--- config.mk ---
export PLATFORM = sky130hd
export DESIGN_NAME = bgd_blend
export DESIGN_NICKNAME = d
export VERILOG_FILES = /design/src/rtl/assert_macros.svh /design/src/rtl/bgd_pkg.sv /design/src/rtl/bgd_blend.sv
export SDC_FILE = /design/constraint.sdc
export NUM_CORES = 2
export LEC_CHECK = 0
export BUFFER_PORTS_ARGS = -buffer_cell sky130_fd_sc_hd__buf_2
export CELL_PAD_IN_SITES_DETAIL_PLACEMENT = 0
export CELL_PAD_IN_SITES_GLOBAL_PLACEMENT = 2
export CORE_MARGIN = 2
export CORE_UTILIZATION = 39
export DETAILED_ROUTE_END_ITERATION = 12
export GPL_TIMING_DRIVEN = 0
export MAX_ROUTING_LAYER = met4
export PLACE_DENSITY_LB_ADDON = 0.1
export SYNTH_ARGS = -nofsm -noshare
export SYNTH_HDL_FRONTEND = slang
export SYNTH_SLANG_ARGS = --single-unit
--- constraint.sdc ---
create_clock -name clk -period 8.8 [get_ports clk]
set_input_delay 1.76 -clock clk [delete_from_list [all_inputs] [get_ports clk]]
set_output_delay 1.76 -clock clk [all_outputs]
set_load 0.01 [all_outputs]
--- src/rtl/assert_macros.svh ---
// Assertion macros shared by the glyph downscaler RTL.
// Needs a clock named clk and an active-high reset named rst in the using module.
`ifndef ASSERT_MACROS_SVH
`define ASSERT_MACROS_SVH

// Checked at every rising edge of clk, suspended while rst is high.
`define BGD_ASSERT(label, prop, msg) \
  label: assert property (@(posedge clk) disable iff (rst) (prop)) else $error(msg);

// Checked at every rising edge of clk, reset included.
`define BGD_ASSERT_ALWAYS(label, prop, msg) \
  label: assert property (@(posedge clk) (prop)) else $error(msg);

`endif

--- src/rtl/bgd_pkg.sv ---
// Package of the bilinear glyph downscaler: field widths, register indexes,
// reset values, item structs and the blend control struct. Depends on nothing.
package bgd_pkg;

  localparam int MAX_SRC_WIDTH_DEF  = 32;
  localparam int MAX_SRC_HEIGHT_DEF = 32;
  localparam int MAX_DST_WIDTH_DEF  = 16;

  localparam int PIXEL_W    = 8;
  localparam int SRC_COL_W  = 5;
  localparam int SRC_ROW_W  = 5;
  localparam int OUT_ROW_W  = 5;
  localparam int OUT_COL_W  = 4;
  localparam int SRC_DIM_W  = 6;
  localparam int DST_W_W    = 5;
  localparam int DST_H_W    = 6;
  localparam int STEP_W     = 22;
  localparam int FRAC_W     = 16;
  localparam int WEIGHT_W   = FRAC_W + 1;
  localparam int LIN_W      = WEIGHT_W + PIXEL_W;
  localparam int PROD_W     = WEIGHT_W + LIN_W;
  localparam int CFG_IDX_W  = 3;
  localparam int CFG_DATA_W = 22;

  localparam logic [WEIGHT_W-1:0] ONE_Q16 = WEIGHT_W'(1) << FRAC_W;

  localparam logic [SRC_DIM_W-1:0] SRC_WIDTH_RST  = 6'd19;
  localparam logic [SRC_DIM_W-1:0] SRC_HEIGHT_RST = 6'd25;
  localparam logic [DST_W_W-1:0]   DST_WIDTH_RST  = 5'd14;
  localparam logic [DST_H_W-1:0]   DST_HEIGHT_RST = 6'd18;
  localparam logic [STEP_W-1:0]    STEP_X_RST     = 22'd88941;
  localparam logic [STEP_W-1:0]    STEP_Y_RST     = 22'd91022;

  typedef enum logic [CFG_IDX_W-1:0] {
    REG_SOURCE_WIDTH  = 3'd0,
    REG_SOURCE_HEIGHT = 3'd1,
    REG_TARGET_WIDTH  = 3'd2,
    REG_TARGET_HEIGHT = 3'd3,
    REG_STEP_X        = 3'd4,
    REG_STEP_Y        = 3'd5
  } cfg_reg_e;

  typedef enum logic {
    REQ_WRITE_PIXEL = 1'b0,
    REQ_ROW         = 1'b1
  } req_kind_e;

  typedef struct packed {
    logic                 req_type;
    logic [SRC_COL_W-1:0] src_col;
    logic [SRC_ROW_W-1:0] src_row;
    logic [PIXEL_W-1:0]   pixel_in;
    logic [OUT_ROW_W-1:0] out_row;
  } req_item_t;

  typedef struct packed {
    logic [PIXEL_W-1:0]   pixel_out;
    logic [OUT_COL_W-1:0] out_col;
    logic                 last;
    logic                 row_bad;
  } res_item_t;

  // Strobes from the sequencer to the blend datapath.
  typedef struct packed {
    logic cap_p11;
    logic cap_p21;
    logic cap_p12;
    logic lin;
    logic mul;
  } blend_ctl_t;

endpackage

--- src/rtl/bgd_blend.sv ---
// Bilinear blend datapath: captures three neighbors, takes the fourth straight from the
// read data, blends horizontally, then vertically. Depends on bgd_pkg for widths and the blend control struct.
module bgd_blend
  import bgd_pkg::*;
(
  input  logic               clk,
  input  blend_ctl_t         ctl,
  input  logic [FRAC_W-1:0]  fx,
  input  logic [FRAC_W-1:0]  fy,
  input  logic [PIXEL_W-1:0] rdata,
  output logic [PIXEL_W-1:0] pixel_out
);

  logic [PIXEL_W-1:0]  p11;
  logic [PIXEL_W-1:0]  p21;
  logic [PIXEL_W-1:0]  p12;
  logic [LIN_W-1:0]    top;
  logic [LIN_W-1:0]    bot;
  logic [PROD_W-1:0]   prod_top;
  logic [PROD_W-1:0]   prod_bot;
  logic [PROD_W-1:0]   sum;
  logic [WEIGHT_W-1:0] wx0;
  logic [WEIGHT_W-1:0] wx1;
  logic [WEIGHT_W-1:0] wy0;
  logic [WEIGHT_W-1:0] wy1;

  assign wx1 = WEIGHT_W'(fx);
  assign wy1 = WEIGHT_W'(fy);
  assign wx0 = ONE_Q16 - wx1;
  assign wy0 = ONE_Q16 - wy1;

  // The read of the lower-right neighbor lands in the lin cycle, so it is
  // used straight from the memory output.
  always_ff @(posedge clk) begin
    if (ctl.cap_p11) begin
      p11 <= rdata;
    end
    if (ctl.cap_p21) begin
      p21 <= rdata;
    end
    if (ctl.cap_p12) begin
      p12 <= rdata;
    end
    if (ctl.lin) begin
      top <= LIN_W'(wx0 * LIN_W'(p11)) + LIN_W'(wx1 * LIN_W'(p21));
      bot <= LIN_W'(wx0 * LIN_W'(p12)) + LIN_W'(wx1 * LIN_W'(rdata));
    end
    if (ctl.mul) begin
      prod_top <= PROD_W'(wy0) * PROD_W'(top);
      prod_bot <= PROD_W'(wy1) * PROD_W'(bot);
    end
  end

  // The exact sum stays below 2^40, so the top byte of the Q32 result is kept.
  assign sum       = prod_top + prod_bot;
  assign pixel_out = sum[2*FRAC_W +: PIXEL_W];

endmodule

## After elaboration in Yosys (flattened, before gate mapping)

Cells that the tools add are included.
W data, S select, Z words.

| word-level totals | value |
|---|---|
| bits in registers | 154 |
| input port bits | 46 |
| output and inout bits | 8 |
| word-level logic and storage cells | 18 |

| cells by class | value |
|---|---|
| add/sub/neg operators | 5 |
| $mul | 6 |

Operators by type and width:

| operator | count |
|---|---|
| $add A25 B24 Y25 | 2 |
| $mul A17 B8 Y25 | 2 |
| $mul A16 B8 Y24 | 2 |
| $add A40 B40 Y40 | 1 |
| $mul A16 B25 Y40 | 1 |
| $mul A17 B25 Y40 | 1 |
| $sub A17 B16 Y17 const A | 2 |

## Longest topological paths before layout

| logic depth | value |
|---|---|
| word-level depth | 3 |
| depth in mapped cells | 31 |
| depth with buffers taken out | 29 |

## Worst setup path before layout

No wires, ideal clock.

| timing path | value |
|---|---|
| path kind | input-to-reg |
| start point | in fy[4] |
| end point | reg prod_top[39] (data pin) |
| setup time | 260 ps |
| data arrival time | 8882 ps |
| required time | 8540 ps |
| path slack | -342 ps |
| stages on the path | 28 |
| buffers on the path | 2 |
| path through | buf_2 -> or4_4 -> nor4_4 -> and2b_1 -> nand2_1 -> nor4_1 -> xnor2_1 -> clkbuf_1 -> nand2_1 -> fa_1 -> inv_1 -> fa_1 -> fa_1 -> fa_1 -> fa_1 -> inv_1 -> fa_1 -> inv_1 -> ha_1 -> a221oi_1 -> o21ai_0 -> a221o_1 -> or4_1 -> o211ai_2 -> o211ai_1 -> a31o_2 -> a21oi_1 -> xnor2_1 |

| between the ends | value |
|---|---|
| word-level cells in the longest chain between the ends | 2 |

RTL lines:

| item | line | text |
|---|---|---|
| from (decl) | bgd_blend.sv:9 | `input logic [FRAC_W-1:0] fy,` |
| $sub A17 B16 Y17 | bgd_blend.sv:30 | `assign wy0 = ONE_Q16 - wy1;` |
| $mul A17 B25 Y40 | bgd_blend.sv:49 | `prod_top <= PROD_W'(wy0) * PROD_W'(top);` |
| to (signal assigned) | bgd_blend.sv:49 |  |
| to (decl) | bgd_blend.sv:19 | `logic [PROD_W-1:0] prod_top;` |

Every way passes these cells.
A chain may end at the register's enable or synchronous reset.

## Worst setup path after layout

| timing path | value |
|---|---|
| start point | in fy[2] |
| end point | reg prod_top[39] (data pin) |

Same word-level chain as after synthesis.

==> flow_metrics.tcl <==
set metrics [dict create \
    setup_ws_ns -0.2349 \
    relSlewSlack_pct 15.50 \
    cts_buffers 17 \
    critPathArrivalTime_ns 9.30 \
    core_sq_um 123500 \
    std_cell_rows 129 \
    grt.total_usage_pct 26.78 \
    setup_tns_ns -0.3301 \
    min_period_ns 9.035 \
    cts.clk_slew.worst_paths_ns 0.07 \
    yosysMostFrequentCell "inv_1" \
    timing.final.crit_share_pct 102.7 \
    die_h_microns 356.5 \
    ant_nets 0 \
    netlist_instances 5249 \
    drive_gt1_share_pct 7.702 \
    grt_pass1_wl_microns 242500 \
    violations "setup timing" \
    tightest_slew_ns 1.267 \
    synth_top_family_by_area "adder cells" \
    hold_viol 0 \
    async_reset_ff_share_pct 0 \
    grt_max_degree 51 \
    max_freq_mhz 110.7 \
    vias_per_cell 4.969 \
    first_pass_iters 5 \
    wl_per_cell_microns 22.64 \
    cts_max_path_buffers 2 \
    gp_congestion 0.8978 \
    required_ns 9.06 \
    wl_microns 159400 \
    ios 54 \
    nFillCells 12460 \
    cts_hold_buf 0 \
    synth_flop_cell "edfxtp_1" \
    crit_fanout 7 \
    die_area_sq_um 127100 \
    yosys.area_share.simple_pct 15.96 \
    dpl_worst_slack_ns -2.969 \
    cts_tree "built" \
    drc 0 \
    antenna_found_initial 13 \
    dp_hpwl_microns 130700 \
    synth_compound_area_share_pct 5.018 \
    synthMuxAreaShare_pct 0 \
    drv_cap 0 \
    io_buffers 31 \
    fin_worst_skew_ns 0.01271 \
    ys_types 63 \
    ys_ff_latch 154 \
    maxSlewViolCount 0 \
    end_kind "register" \
    syn_avg_cell_area_sq_um 9.234 \
    min_path_type "register to register" \
    synth_edf_count 154 \
    clock-root-buffer "clkbuf_16" \
    grt-ovfl-total 0 \
    syn-num-nets 6789 \
    clock_sink_count 154 \
    synth.area.top_cells "fa_1, ha_1, edfxtp_1" \
    rsz0062_at_grt "true" \
    drt_iter0_drc 2060 \
    synth-seq-area-share_pct 9.541 \
    htreeDepth 4 \
    yosysTopAreaCell "fa_1" \
    nets 6928 \
    fp.dieW_microns 356.5 \
    synthXorXnorAreaFrac_pct 2.762 \
    synth-adder-area-share_pct 55.48 \
    grt_pass1_vias 37760 \
    num_vias 34980 \
    start_util_pct 39.26 \
    synth_top_area_share_pct 45.10 \
    yosys-top-cells-count "inv_1, fa_1, nand2_1" \
    ys_warn_count 0 \
    path_class "input port to register" \
    outcome "finished with violations" \
    clk_latency_ns 0.53 \
    setup_viol 4 \
    synthesis.area_sq_um 48470 \
    area_growth_pct 11.08 \
    start_kind "input port" \
]
## stage by stage
step | std cells | cell area (sq um) | util, % | hold slack (ns)
global route | 7039 | 53840 | 43.61 | 0.9113
floorplan | 5249 | 48550 | - | 0.6002
detailed placement | 6919 | 50810 | 41.15 | 0.8802
global placement | 6917 | 50750 | 41.10 | 0.8688
CTS | 7014 | 53070 | 42.98 | 0.8998
finish | 7039 | 53840 | 43.61 | 0.9097
## logic make-up (layout without fill, tap and decap cells)
family | count (synthesis) | in the layout
compound gates | 378 | 378
xor+xnor | 152 | 152
fa+ha+maj | 1494 | 1494
buf+inv | 1452 | 1604
flops | 154 | 154
other cells | 0 | 1
simple gates | 1619 | 1619
## flip-flops by register name, indices dropped and copies added, names as in the netlist
register / cells
top: 25
p12: 8
bot: 25
prod_top: 40
p11: 8
p21: 8
prod_bot: 40
## critical path, stage by stage
cell and delay [ns]:
buf_2 0.14, or4_4 0.54, nor4_4 0.18, and2b_2 0.25, nand2_4 0.09, nor4_4 0.27
xnor2_2 0.26, buf_8 0.21, nand2_1 0.07, fa_1 0.51, inv_1 0.06, fa_1 0.56
fa_1 0.46, fa_1 0.47, fa_1 0.49, inv_1 0.05, fa_2 0.56, inv_1 0.08
ha_4 0.25, a221oi_2 0.22, o21ai_1 0.10, a221o_1 0.37, or4_4 0.44, o211ai_4 0.21
o211ai_1 0.14, a31o_2 0.26, a21oi_2 0.16, xnor2_2 0.11
## layout make-up
| class | count | area, sq um | area share [%] |
|---|---|---|---|
| plain buffers | 233 | 1324 | 2.459 |
| inverters | 1213 | 4553 | 8.456 |
| repair buffers | 126 | 1069 | 1.985 |
| multi-input cells | 3643 | 39620 | 73.58 |
| flip-flops and latches | 154 | 4624 | 8.589 |
| well taps | 1637 | 2048 | 3.804 |
| clock inverters | 15 | 181.4 | 0.3370 |
| clock buffers | 17 | 425.4 | 0.7901 |
| diodes | 1 | 2.502 | 0.004648 |
## metal layers
metal	part of all wire [%]	up-vias	track usage, %	wire length, microns
li1	-	15870	-	-
met2	48	692	43.13	75880
met1	46	18300	36.71	73320
met5	0	-	-	0
met3	4.4	117	2.905	6971
met4	2.0	0	5.409	3199
## repair_timing
action / in CTS / in global routing
setup buffers: 66 / 26
endpoints found under the setup margin: 78 / 37
gates cloned: 0 / 2
pin swaps: 42 / 49
gates resized for setup: 254 / 133
## cells in the final DEF, fill, tap and decap left out, types with 78 or more instances in the layout
master / netlist / routed
inv_1: 1213 / 1206
fa_1: 1092 / 1076
nand2_1: 905 / 897
and2_1: 509 / 509
ha_1: 402 / 382
edfxtp_1: 154 / 154
clkbuf_1: 221 / 134
a21oi_1: 121 / 109
xnor2_1: 112 / 84
buf_4: 0 / 81
a21o_1: 78 / 78
## worst paths after layout
path | from | end | slack (ns) | cells past startpoint
setup / recovery | fy[2] | prod_top[39] | -0.23 | 28
hold / removal | bot[0] | prod_bot[0] | 0.91 | 1
hold reg to reg | bot[0] | prod_bot[0] | 0.91 | 1
setup reg to reg | top[16] | prod_top[39] | 0.71 | 24
Power is not shown: default switching activity piles up to over one toggle a cycle in this logic, so the estimate is an artifact.
